===== src/hdl/ocmon_pkg.sv =====
// Shared types and constants for the three channel overcurrent monitor.
// Used by ocmon_lane, ocmon_merge and the top level; depends on nothing.
package ocmon_pkg;

  localparam int AMPS_W      = 20;
  localparam int CNT_W       = 8;
  localparam int THR_W       = 12;
  localparam int CFG_W       = 20;
  localparam int IDX_W       = 2;
  localparam int NUM_CH      = 3;
  localparam int LANE_STAGES = 4;

  localparam int CH_DC_FIRST  = 0;
  localparam int CH_DC_SECOND = 1;
  localparam int CH_INVERTER  = 2;

  localparam int GAIN      = 1419;
  localparam int GAIN_W    = 11;
  localparam int OFFSET    = 700;
  localparam int DC_DEN    = 1750;
  localparam int INV_DEN   = 175;
  localparam int DC_SHIFT  = 8;
  localparam int INV_SHIFT = 9;

  localparam logic [AMPS_W-1:0] AMPS_MAX  = '1;
  localparam logic [CNT_W-1:0]  COUNT_MAX = '1;

  localparam logic [IDX_W-1:0] REG_DISCONNECT = 2'd0;
  localparam logic [IDX_W-1:0] REG_DC_LIMIT   = 2'd1;
  localparam logic [IDX_W-1:0] REG_INV_LIMIT  = 2'd2;
  localparam logic [IDX_W-1:0] REG_CONSEC     = 2'd3;

  localparam logic [THR_W-1:0]  RST_DISCONNECT = '0;
  localparam logic [AMPS_W-1:0] RST_DC_LIMIT   = '1;
  localparam logic [AMPS_W-1:0] RST_INV_LIMIT  = '1;
  localparam logic [CNT_W-1:0]  RST_CONSEC     = 8'd3;

  typedef logic [AMPS_W-1:0] amps_t;

  typedef struct packed {
    logic [AMPS_W-1:0] dc_limit;
    logic [AMPS_W-1:0] inv_limit;
    logic [CNT_W-1:0]  consec_limit;
  } ocmon_limits_t;

endpackage


===== src/hdl/ocmon_lane.sv =====
// One conversion lane: ADC code to current magnitude, four register stages.
// Divide by constant as reciprocal multiply plus one correction step.
// Depends on ocmon_pkg.
module ocmon_lane #(
  parameter int ADC_BITS  = 12,
  parameter int FRAC_BITS = 8,
  parameter bit INV       = 1'b0
) (
  input  logic                                   clk,
  input  logic [ocmon_pkg::LANE_STAGES-1:0]      adv,
  input  logic [ADC_BITS-1:0]                    raw,
  input  logic [ocmon_pkg::THR_W-1:0]            thr,
  output ocmon_pkg::amps_t                       amps
);

  localparam int DW = ADC_BITS + ocmon_pkg::GAIN_W;
  localparam int SH = (INV ? ocmon_pkg::INV_SHIFT : ocmon_pkg::DC_SHIFT) + FRAC_BITS;
  localparam longint unsigned FS  = (64'd1 << ADC_BITS) - 64'd1;
  localparam longint unsigned DIV = (INV ? ocmon_pkg::INV_DEN : ocmon_pkg::DC_DEN) * FS;
  localparam longint unsigned OFS = ocmon_pkg::OFFSET * FS;
  localparam longint unsigned MUL = (64'd1 << (SH + DW)) / DIV;
  localparam int MW  = $clog2(MUL + 1);
  localparam int DVW = $clog2(DIV + 1);
  localparam int PW  = DW + MW;
  localparam int RW  = MW + DVW;
  localparam int QW  = MW + 1;
  localparam int CW  = (QW > ocmon_pkg::AMPS_W) ? QW : ocmon_pkg::AMPS_W + 1;
  localparam int TW  = (ADC_BITS > ocmon_pkg::THR_W) ? ADC_BITS : ocmon_pkg::THR_W;

  logic [DW-1:0]    a;
  logic [DW-1:0]    d_nxt;
  logic             disc_nxt;
  logic [DW-1:0]    d1_r;
  logic             disc1_r;
  logic [PW-1:0]    prod;
  logic [MW-1:0]    qe2_r;
  logic [DW-1:0]    d2_r;
  logic             disc2_r;
  logic [RW-1:0]    m3_r;
  logic [MW-1:0]    qe3_r;
  logic [DW-1:0]    d3_r;
  logic             disc3_r;
  logic [RW-1:0]    x;
  logic [RW-1:0]    rem;
  logic [QW-1:0]    q;
  logic [CW-1:0]    q_ext;
  ocmon_pkg::amps_t amps_nxt;
  ocmon_pkg::amps_t amps_r;

  always_comb begin
    a        = DW'(raw) * DW'(ocmon_pkg::GAIN);
    d_nxt    = (a >= DW'(OFS)) ? (a - DW'(OFS)) : (DW'(OFS) - a);
    disc_nxt = TW'(raw) < TW'(thr);
  end

  assign prod = PW'(d1_r) * PW'(MUL);

  always_comb begin
    x     = RW'({d3_r, {SH{1'b0}}});
    rem   = x - m3_r;
    q     = QW'(qe3_r) + QW'(rem >= RW'(DIV));
    q_ext = CW'(q);
    if (disc3_r) begin
      amps_nxt = '0;
    end else if (q_ext > CW'(ocmon_pkg::AMPS_MAX)) begin
      amps_nxt = ocmon_pkg::AMPS_MAX;
    end else begin
      amps_nxt = ocmon_pkg::AMPS_W'(q_ext);
    end
  end

  always_ff @(posedge clk) begin
    if (adv[0]) begin
      d1_r    <= d_nxt;
      disc1_r <= disc_nxt;
    end
    if (adv[1]) begin
      qe2_r   <= prod[PW-1:DW];
      d2_r    <= d1_r;
      disc2_r <= disc1_r;
    end
    if (adv[2]) begin
      m3_r    <= RW'(qe2_r) * RW'(DIV);
      qe3_r   <= qe2_r;
      d3_r    <= d2_r;
      disc3_r <= disc2_r;
    end
    if (adv[3]) begin
      amps_r <= amps_nxt;
    end
  end

  assign amps = amps_r;

endmodule


===== src/hdl/ocmon_merge.sv =====
// Merge stage: per-channel run counters, limit compare and trip, output register.
// Depends on ocmon_pkg.
module ocmon_merge (
  input  logic                     clk,
  input  logic                     rst_n,
  input  logic                     load,
  input  ocmon_pkg::amps_t         amps_in [ocmon_pkg::NUM_CH],
  input  ocmon_pkg::ocmon_limits_t lim,
  output ocmon_pkg::amps_t         amps_out [ocmon_pkg::NUM_CH],
  output logic                     trip
);

  logic [ocmon_pkg::CNT_W-1:0]  cnt_r   [ocmon_pkg::NUM_CH];
  logic [ocmon_pkg::CNT_W-1:0]  cnt_nxt [ocmon_pkg::NUM_CH];
  logic [ocmon_pkg::NUM_CH-1:0] hit;
  ocmon_pkg::amps_t             limit   [ocmon_pkg::NUM_CH];
  ocmon_pkg::amps_t             amps_r  [ocmon_pkg::NUM_CH];
  logic                         trip_r;
  logic                         over;

  always_comb begin
    for (int ch = 0; ch < ocmon_pkg::NUM_CH; ch++) begin
      limit[ch] = (ch == ocmon_pkg::CH_INVERTER) ? lim.inv_limit : lim.dc_limit;
      over      = amps_in[ch] > limit[ch];
      if (!over) begin
        cnt_nxt[ch] = '0;
      end else if (cnt_r[ch] == ocmon_pkg::COUNT_MAX) begin
        cnt_nxt[ch] = cnt_r[ch];
      end else begin
        cnt_nxt[ch] = cnt_r[ch] + ocmon_pkg::CNT_W'(1);
      end
      hit[ch] = over && (cnt_nxt[ch] >= lim.consec_limit);
    end
  end

  always_ff @(posedge clk) begin
    if (!rst_n) begin
      for (int ch = 0; ch < ocmon_pkg::NUM_CH; ch++) begin
        cnt_r[ch] <= '0;
      end
    end else if (load) begin
      for (int ch = 0; ch < ocmon_pkg::NUM_CH; ch++) begin
        cnt_r[ch] <= cnt_nxt[ch];
      end
    end
  end

  always_ff @(posedge clk) begin
    if (load) begin
      for (int ch = 0; ch < ocmon_pkg::NUM_CH; ch++) begin
        amps_r[ch] <= amps_in[ch];
      end
      trip_r <= |hit;
    end
  end

  assign amps_out = amps_r;
  assign trip     = trip_r;

endmodule


===== src/hdl/three_channel_overcurrent_monitor_top.sv =====
// Three channel overcurrent monitor: three conversion lanes and a merge stage.
// Words pass the four lane stages, then the merge output register.
// One word per cycle if not stalled; a lane is a 4-stage constant-divide pipe.
// Reset (rst_n low, synchronous) clears stage valids and run counters; config
// registers take defaults. Depends on ocmon_pkg, ocmon_lane and ocmon_merge.
module three_channel_overcurrent_monitor_top #(
  parameter int ADC_BITS  = 12,
  parameter int FRAC_BITS = 8
) (
  input  logic                            clk,
  input  logic                            rst_n,
  input  logic                            in_valid,
  output logic                            in_stall,
  input  logic [ADC_BITS-1:0]             in_raw_dc_first,
  input  logic [ADC_BITS-1:0]             in_raw_dc_second,
  input  logic [ADC_BITS-1:0]             in_raw_inverter,
  output logic                            out_valid,
  input  logic                            out_stall,
  output logic [ocmon_pkg::AMPS_W-1:0]    out_amps_dc_first,
  output logic [ocmon_pkg::AMPS_W-1:0]    out_amps_dc_second,
  output logic [ocmon_pkg::AMPS_W-1:0]    out_amps_inverter,
  output logic                            out_trip,
  input  logic                            cfg_we,
  input  logic [ocmon_pkg::IDX_W-1:0]     cfg_index,
  input  logic [ocmon_pkg::CFG_W-1:0]     cfg_wdata
);

  localparam int S = ocmon_pkg::LANE_STAGES;

  logic [S-1:0]                   v_r;
  logic [S-1:0]                   v_nxt;
  logic                           out_valid_r;
  logic                           out_valid_nxt;
  logic [S:0]                     free;
  logic [S-1:0]                   go;
  logic [S-1:0]                   adv;
  logic [ocmon_pkg::THR_W-1:0]    thr_r;
  ocmon_pkg::ocmon_limits_t       lim_r;
  ocmon_pkg::amps_t               lane_amps [ocmon_pkg::NUM_CH];
  ocmon_pkg::amps_t               merged    [ocmon_pkg::NUM_CH];

  always_comb begin
    free[S] = !out_valid_r || !out_stall;
    for (int k = S - 1; k >= 0; k--) begin
      go[k]   = v_r[k] && free[k+1];
      free[k] = !v_r[k] || go[k];
    end
    for (int k = 0; k < S; k++) begin
      if (k == 0) begin
        adv[k] = in_valid && free[k];
      end else begin
        adv[k] = v_r[k-1] && free[k];
      end
      v_nxt[k] = adv[k] || (v_r[k] && !go[k]);
    end
    out_valid_nxt = go[S-1] || (out_valid_r && !free[S]);
  end

  always_ff @(posedge clk) begin
    if (!rst_n) begin
      v_r         <= '0;
      out_valid_r <= 1'b0;
    end else begin
      v_r         <= v_nxt;
      out_valid_r <= out_valid_nxt;
    end
  end

  always_ff @(posedge clk) begin
    if (!rst_n) begin
      thr_r              <= ocmon_pkg::RST_DISCONNECT;
      lim_r.dc_limit     <= ocmon_pkg::RST_DC_LIMIT;
      lim_r.inv_limit    <= ocmon_pkg::RST_INV_LIMIT;
      lim_r.consec_limit <= ocmon_pkg::RST_CONSEC;
    end else if (cfg_we) begin
      case (cfg_index)
        ocmon_pkg::REG_DISCONNECT: thr_r <= cfg_wdata[ocmon_pkg::THR_W-1:0];
        ocmon_pkg::REG_DC_LIMIT:   lim_r.dc_limit <= cfg_wdata[ocmon_pkg::AMPS_W-1:0];
        ocmon_pkg::REG_INV_LIMIT:  lim_r.inv_limit <= cfg_wdata[ocmon_pkg::AMPS_W-1:0];
        ocmon_pkg::REG_CONSEC:     lim_r.consec_limit <= cfg_wdata[ocmon_pkg::CNT_W-1:0];
        default: begin
        end
      endcase
    end
  end

  ocmon_lane #(
    .ADC_BITS  (ADC_BITS),
    .FRAC_BITS (FRAC_BITS),
    .INV       (1'b0)
  ) u_lane_dc_first (
    .clk  (clk),
    .adv  (adv),
    .raw  (in_raw_dc_first),
    .thr  (thr_r),
    .amps (lane_amps[ocmon_pkg::CH_DC_FIRST])
  );

  ocmon_lane #(
    .ADC_BITS  (ADC_BITS),
    .FRAC_BITS (FRAC_BITS),
    .INV       (1'b0)
  ) u_lane_dc_second (
    .clk  (clk),
    .adv  (adv),
    .raw  (in_raw_dc_second),
    .thr  (thr_r),
    .amps (lane_amps[ocmon_pkg::CH_DC_SECOND])
  );

  ocmon_lane #(
    .ADC_BITS  (ADC_BITS),
    .FRAC_BITS (FRAC_BITS),
    .INV       (1'b1)
  ) u_lane_inverter (
    .clk  (clk),
    .adv  (adv),
    .raw  (in_raw_inverter),
    .thr  (thr_r),
    .amps (lane_amps[ocmon_pkg::CH_INVERTER])
  );

  ocmon_merge u_merge (
    .clk      (clk),
    .rst_n    (rst_n),
    .load     (go[S-1]),
    .amps_in  (lane_amps),
    .lim      (lim_r),
    .amps_out (merged),
    .trip     (out_trip)
  );

  assign in_stall           = !free[0];
  assign out_valid          = out_valid_r;
  assign out_amps_dc_first  = merged[ocmon_pkg::CH_DC_FIRST];
  assign out_amps_dc_second = merged[ocmon_pkg::CH_DC_SECOND];
  assign out_amps_inverter  = merged[ocmon_pkg::CH_INVERTER];

endmodule


===== config.mk =====
export PLATFORM = sky130hd
export DESIGN_NAME = three_channel_overcurrent_monitor_top
export DESIGN_NICKNAME = d
export VERILOG_FILES = /design/src/hdl/ocmon_pkg.sv /design/src/hdl/ocmon_lane.sv /design/src/hdl/ocmon_merge.sv /design/src/hdl/three_channel_overcurrent_monitor_top.sv
export SDC_FILE = /design/constraint.sdc
export NUM_CORES = 2
export LEC_CHECK = 0
export ABC_AREA = 1
export BUFFER_PORTS_ARGS = -buffer_cell sky130_fd_sc_hd__buf_2
export CORE_MARGIN = 2
export CORE_UTILIZATION = 55
export CTS_BUF_LIST = sky130_fd_sc_hd__clkbuf_4 sky130_fd_sc_hd__clkbuf_8
export CTS_CLUSTER_DIAMETER = 80
export DETAILED_ROUTE_END_ITERATION = 10
export PLACE_DENSITY = 0.71
export SYNTH_ARGS = -nofsm -noshare
export SYNTH_HDL_FRONTEND = slang
export SYNTH_SLANG_ARGS = --single-unit
export TNS_END_PERCENT = 10

===== constraint.sdc =====
create_clock -name clk -period 22.7 [get_ports clk]
set_input_delay 4.54 -clock clk [delete_from_list [all_inputs] [get_ports clk]]
set_output_delay 4.54 -clock clk [all_outputs]
set_load 0.02 [all_outputs]

Word-level counts from Yosys, hierarchy flattened
Memory sizes are Yosys's and may differ from the RTL's.
Index checks and enable logic that the tools add are counted.
{ "totals": {"reg_bits": 631, "latch_bits": 0, "ramBits": 24, "mem_bits_ro": 0, "out_inout_bits": 63, "word_cells": 150, "n_memories": 1} }
{ "memory_table": {"columns": ["name", "words", "width", "read_ports", "rd_ports_with_merged_regs", "wr", "line_no", "source"], "rows": [
  ["u_merge.cnt_r", 3, 8, 3, 0, 3, "ocmon_merge.sv:13", "logic [ocmon_pkg::CNT_W-1:0] cnt_r [ocmon_pkg::NUM_CH];"]
]} }
{ "op_classes": {"n_addsub": 15, "multipliers": 9, "div": 0, "order_cmp": 16, "n_eq_ne": 6, "shift": 0, "mux": 17, "n_bitwise": 3, "n_reduce_logical": 41} }
{ "op_table": {"columns": ["cell", "n"], "rows": [
  ["$ge A40 B23 Y1 const B", 2],
  ["$sub A39 B40 Y40", 2],
  ["$mul A17 B22 Y39 const B", 2],
  ["$mul A23 B16 Y39 const B", 2],
  ["$mux W8", 9],
  ["$ge A23 B22 Y1 const B", 3],
  ["$mul A12 B11 Y23 const B", 3],
  ["$mux W23", 3],
  ["$sub A22 B23 Y23 const A", 3],
  ["$sub A23 B22 Y23 const B", 3],
  ["$gt A20 B20 Y1", 3],
  ["$mul A23 B21 Y44 const B", 1],
  ["$ge A41 B20 Y1 const B", 1],
  ["$mul A21 B20 Y41 const B", 1],
  ["$sub A40 B41 Y41", 1],
  ["$add A17 B1 Y18", 2],
  ["$lt A12 B12 Y1", 3],
  ["$add A8 B1 Y8 const B", 3],
  ["$eq A8 B8 Y1 const B", 3],
  ["$ge A8 B8 Y1", 3],
  ["$add A21 B1 Y22", 1],
  ["$gt A22 B20 Y1 const B", 1],
  ["$mux W20", 1],
  ["$logic_and A1 B1 Y1", 13],
  ["other kinds (9)", 38]
]} }

Logic depth before layout (Yosys ltp)
{ "logic_depth": {"word_depth": 12, "mapped_depth": 33, "mapped_depth_nobuf": 33} }

By module
Synthesis repeated with hierarchy kept, for this count alone.
{ "hier_totals": {"cells_unflattened": 10457, "area_unflattened_um2": 90025.1} }
{ "modules_own_cells": {"columns": ["mod", "instances", "cells_per_inst", "area_each_um2"], "rows": [
  ["ocmon_lane (u_lane_inverter)", 1, 3507, 30250.3],
  ["ocmon_lane (u_lane_dc_first)", 1, 3093, 26167.6],
  ["ocmon_lane (u_lane_dc_second)", 1, 2952, 25570.8],
  ["ocmon_merge", 1, 610, 5686.7],
  ["three_channel_overcurrent_monitor_top", 1, 295, 2349.8]
]} }

Worst setup path after synthesis
OpenSTA, ideal clock, no wires.
{ "synth_path": {"path_type": "input to register", "from": "input out_stall", "to": "register u_lane_dc_first.d3_r[0], enable pin", "setup_ns": 0.847, "arrival_time_ns": 14.744, "setup_slack_ns": 7.110, "stages": 5, "n_path_buf": 0, "cell_sequence": "nand2_1 > nor2_1 > inv_1 > nor2_1 > nor2_1"} }
{ "synth_via": {"elab_chain_cells": 7} }
{ "synth_lines": {"columns": ["item", "line_no", "source"], "rows": [
  ["from (decl)", "three_channel_overcurrent_monitor_top.sv:18", "input logic out_stall,"],
  ["$logic_not A1 Y1", "three_channel_overcurrent_monitor_top.sv:43", "free[S] = !out_valid_r || !out_stall;"],
  ["$logic_or A1 B1 Y1", "three_channel_overcurrent_monitor_top.sv:43", null],
  ["$logic_and A1 B1 Y1", "three_channel_overcurrent_monitor_top.sv:45", "go[k] = v_r[k] && free[k+1];"],
  ["$logic_or A1 B1 Y1", "three_channel_overcurrent_monitor_top.sv:46", "free[k] = !v_r[k] || go[k];"],
  ["$logic_and A1 B1 Y1", "three_channel_overcurrent_monitor_top.sv:45", null],
  ["$logic_or A1 B1 Y1", "three_channel_overcurrent_monitor_top.sv:46", null],
  ["$logic_and A1 B1 Y1", "three_channel_overcurrent_monitor_top.sv:52", "adv[k] = v_r[k-1] && free[k];"],
  ["net adv[2]", "three_channel_overcurrent_monitor_top.sv:36", "logic [S-1:0] adv;"],
  ["to (signal assigned)", "ocmon_lane.sv:85", "d3_r <= d2_r;"],
  ["to (decl)", "ocmon_lane.sv:41", "logic [DW-1:0] d3_r;"]
]} }
The timed path passes the listed nets, and every way through them passes these cells.
A chain may end at the register's enable or synchronous reset.

Worst setup path in the final report
{ "layout_path": {"from": "input out_stall", "to": "output in_stall"} }
{ "layout_via": {"elab_chain_cells": 11} }
{ "layout_lines": {"columns": ["item", "line_no", "source"], "rows": [
  ["$logic_not A1 Y1", "three_channel_overcurrent_monitor_top.sv:43", null],
  ["$logic_or A1 B1 Y1", "three_channel_overcurrent_monitor_top.sv:43", null],
  ["$logic_and A1 B1 Y1", "three_channel_overcurrent_monitor_top.sv:45", null],
  ["$logic_or A1 B1 Y1", "three_channel_overcurrent_monitor_top.sv:46", null],
  ["$logic_and A1 B1 Y1", "three_channel_overcurrent_monitor_top.sv:45", null],
  ["$logic_or A1 B1 Y1", "three_channel_overcurrent_monitor_top.sv:46", null],
  ["$logic_and A1 B1 Y1", "three_channel_overcurrent_monitor_top.sv:45", null],
  ["$logic_or A1 B1 Y1", "three_channel_overcurrent_monitor_top.sv:46", null],
  ["$logic_and A1 B1 Y1", "three_channel_overcurrent_monitor_top.sv:45", null],
  ["$logic_or A1 B1 Y1", "three_channel_overcurrent_monitor_top.sv:46", null],
  ["$logic_not A1 Y1", "three_channel_overcurrent_monitor_top.sv:133", "assign in_stall = !free[0];"],
  ["to (decl)", "three_channel_overcurrent_monitor_top.sv:13", "output logic in_stall,"]
]} }
No other way between the ends.

==> results.json <==
{
  "dieArea_sq_mm": 0.166,
  "ys_seq_area_share_pct": 20.8,
  "dp.cells": 12697,
  "status": "finished clean",
  "area_growth_pct": 6.52,
  "grt_pass1_vias": 70417,
  "netlist_area_sq_mm": 0.0893,
  "fmax_ghz": 0.0964,
  "totalWireLength_um": 235000,
  "maxCapViolations": 0,
  "cp.arrival_ns": 5.83,
  "critPathCaptureType": "output port",
  "rsz0062_at_grt": "no",
  "cts-root-buf": "clkbuf_8",
  "synth_area_leader_cell": "fa_1",
  "synth_area_per_cell_sq_um": 8.55,
  "remaining_drc_errors": 0,
  "grt_max_degree": 83,
  "stdcell_count": 12911,
  "cts_repair_resize_count": 0,
  "netlist.area_leader.share_pct": 21.9,
  "start_util_pct": 55.5,
  "yosysUniqueCellTypes": 61,
  "drt-wirelength-per-cell_um": 18.2,
  "final.min_clock_period_ns": 10.37,
  "ant_nets": 0,
  "fin_nets": 13172,
  "setup_tns_ns": 0,
  "cts_setup_buffers": 0,
  "numCtsBuffers": 111,
  "die_y_um": 407,
  "synth_edf_count": 574,
  "portBuffers": 121,
  "rrSetupSlack_ns": 16.00,
  "dr_total_vias": 69236,
  "drv_slew": 0,
  "worst_slew_pin_slew_ns": 1.15,
  "worst_setup_path_start_kind": "input port",
  "antenna_found_initial": 18,
  "crit_chain": "buf_2 > nand2_1 > nor2_1 > inv_1 > nor2_1 > inv_1 > nor2_1 > inv_1 > nor2_1 > buf_2",
  "viasPerCell": 5.36,
  "gp_congestion": 0.961,
  "path_clk_slew_ns": 0.06,
  "path_common_cell": "nor2_1",
  "nFillCells": 14467,
  "grt_usage_pct": 29.0,
  "multi_input_area_sq_mm": 0.0611,
  "h-tree-depth": 3,
  "cpMaxStageDelayCell": "nor2_1",
  "seqCellArea_sq_mm": 0.0185,
  "hold_class": "reg2reg",
  "hpwl_um": 201000,
  "maxSlewHeadroom_pct": 23.4,
  "coreArea_sq_mm": 0.161,
  "finClkSkew_ns": 0.0683,
  "grt_overflow": 0,
  "yosys-top-cells-area": "fa_1, ha_1, edfxtp_1",
  "hold_viol_final": 0,
  "layout-drive-gt1-share_pct": 3.65,
  "grt_pass1_wl_um": 376000,
  "min_period_over_period_pct": 45.7,
  "setup_viol": 0,
  "critical_path.max_fanout": 3,
  "drt_pre_antenna_iters": 6,
  "rows": 147,
  "postSynth.asyncResetShare_pct": 0,
  "synth_common_cells": "inv_1, nand2_1, ha_1",
  "clkSinkCount": 639,
  "synth_seq_cells": 639,
  "ios": 126,
  "ctsHoldBuffers": 0,
  "cts_tree": "yes",
  "yosysWarningCount": 0,
  "clockBufferDepth": 3,
  "critPathRequiredTime_ns": 18.16,
  "max_stage_delay_ns": 0.22,
  "holdWs_ns": 0.415,
  "yosysMostFrequentCell": "inv_1",
  "clk_latency_ns": 0.88,
  "die_x_um": 407,
  "drt-initial-drc-count": 4574,
  "critPathKind": "in2out",
  "synth-main-ff-cell": "edfxtp_1",
  "synth_cells": 10449
}
==> flip-flops by register name, summed over array words and instances (netlist names), 18 cells and up, named ones only <==
register               count
u_lane_inverter.qe2_r     21
lim_r                     48
u_lane_inverter.m3_r      37
u_lane_dc_second.d1_r     23
u_lane_dc_first.d2_r      23
u_lane_dc_first.amps      18
u_lane_dc_second.amps     18
u_lane_dc_second.d2_r     23
u_lane_dc_second.m3_r     37
u_lane_dc_second.d3_r     23
u_merge.amps_out          56
u_lane_inverter.amps      20
u_merge.cnt_r             24
u_lane_inverter.d3_r      23
u_lane_inverter.qe3_r     21
u_lane_dc_first.m3_r      37
u_lane_dc_first.d3_r      23
u_lane_dc_first.d1_r      23
u_lane_inverter.d1_r      23
u_lane_inverter.d2_r      23
==> per-layer routing <==
layer	track usage (%)	vias to the layer above	part of all wire, %
li1	-	33632	-
met3	3.97	383	5.6
met1	38.4	33369	43
met5	0	-	0.034
met4	8.72	12	3.0
met2	49.4	1840	48
==> cell families after synthesis <==
group	share of synthesized area, %
mux	0.0112
fa+ha+maj	42.7
flops	20.8
other cells	0.00420
simple gates	15.7
xor+xnor	3.37
compound gates	6.62
buf+inv	10.9
==> final cells by class <==
class,instances,area share (%)
Sequential cell,639,19.5
Clock inverter,48,0.685
Timing Repair Buffer,135,0.747
Tap cell,2160,2.84
Clock buffer,160,2.07
Inverter,2515,9.92
Antenna cell,6,0.0158
Multi-Input combinational cell,7248,64.2
==> per-stage QoR <==
stage | util, % | cell area [sq um] | setup WS (ns)
final | 59.1 | 95100 | 12.33
after floorplan | - | 89300 | 7.11
after CTS | 59.1 | 95100 | 12.33
after global routing | 59.1 | 95100 | 12.18
after detailed placement | 57.5 | 92500 | 12.34
after global placement | 57.5 | 92500 | 12.31
==> worst paths after layout <==
| check | from | to | depth (start not counted) |
|---|---|---|---|
| min | u_lane_dc_first.d2_r[7] | u_lane_dc_first.d3_r[7] | 0 |
| min reg2reg | u_lane_dc_first.d2_r[7] | u_lane_dc_first.d3_r[7] | 0 |
| max reg2reg | u_lane_inverter.qe2_r[6] | u_lane_inverter.m3_r[36] | 17 |
| max | out_stall | in_stall | 10 |
==> worst max-delay path: cells and delay by family <==
family                 cells  cell delay [ns]
buffers and inverters      5             0.53
and+or+nand+nor            5             0.75
==> layout by cell type (no fill, tap or decap), drive strengths merged, types with 13 or more instances in the layout <==
master	count
inv	2521
nand2	1931
ha	1482
fa	977
nor2	750
edfxtp	574
a21oi	496
nand3	440
o21ai	284
xor2	244
clkbuf	160
buf	135
nor3	113
nand4	112
xnor2	92
dfxtp	65
o211ai	51
a21o	47
a31oi	42
o21a	30
o21bai	29
clkinv	28
nand3b	21
nor4	16
bufinv	13
Power is left out: the tool's default activity adds up to more than one toggle a clock period on the data nets, which glitch-free logic cannot reach.
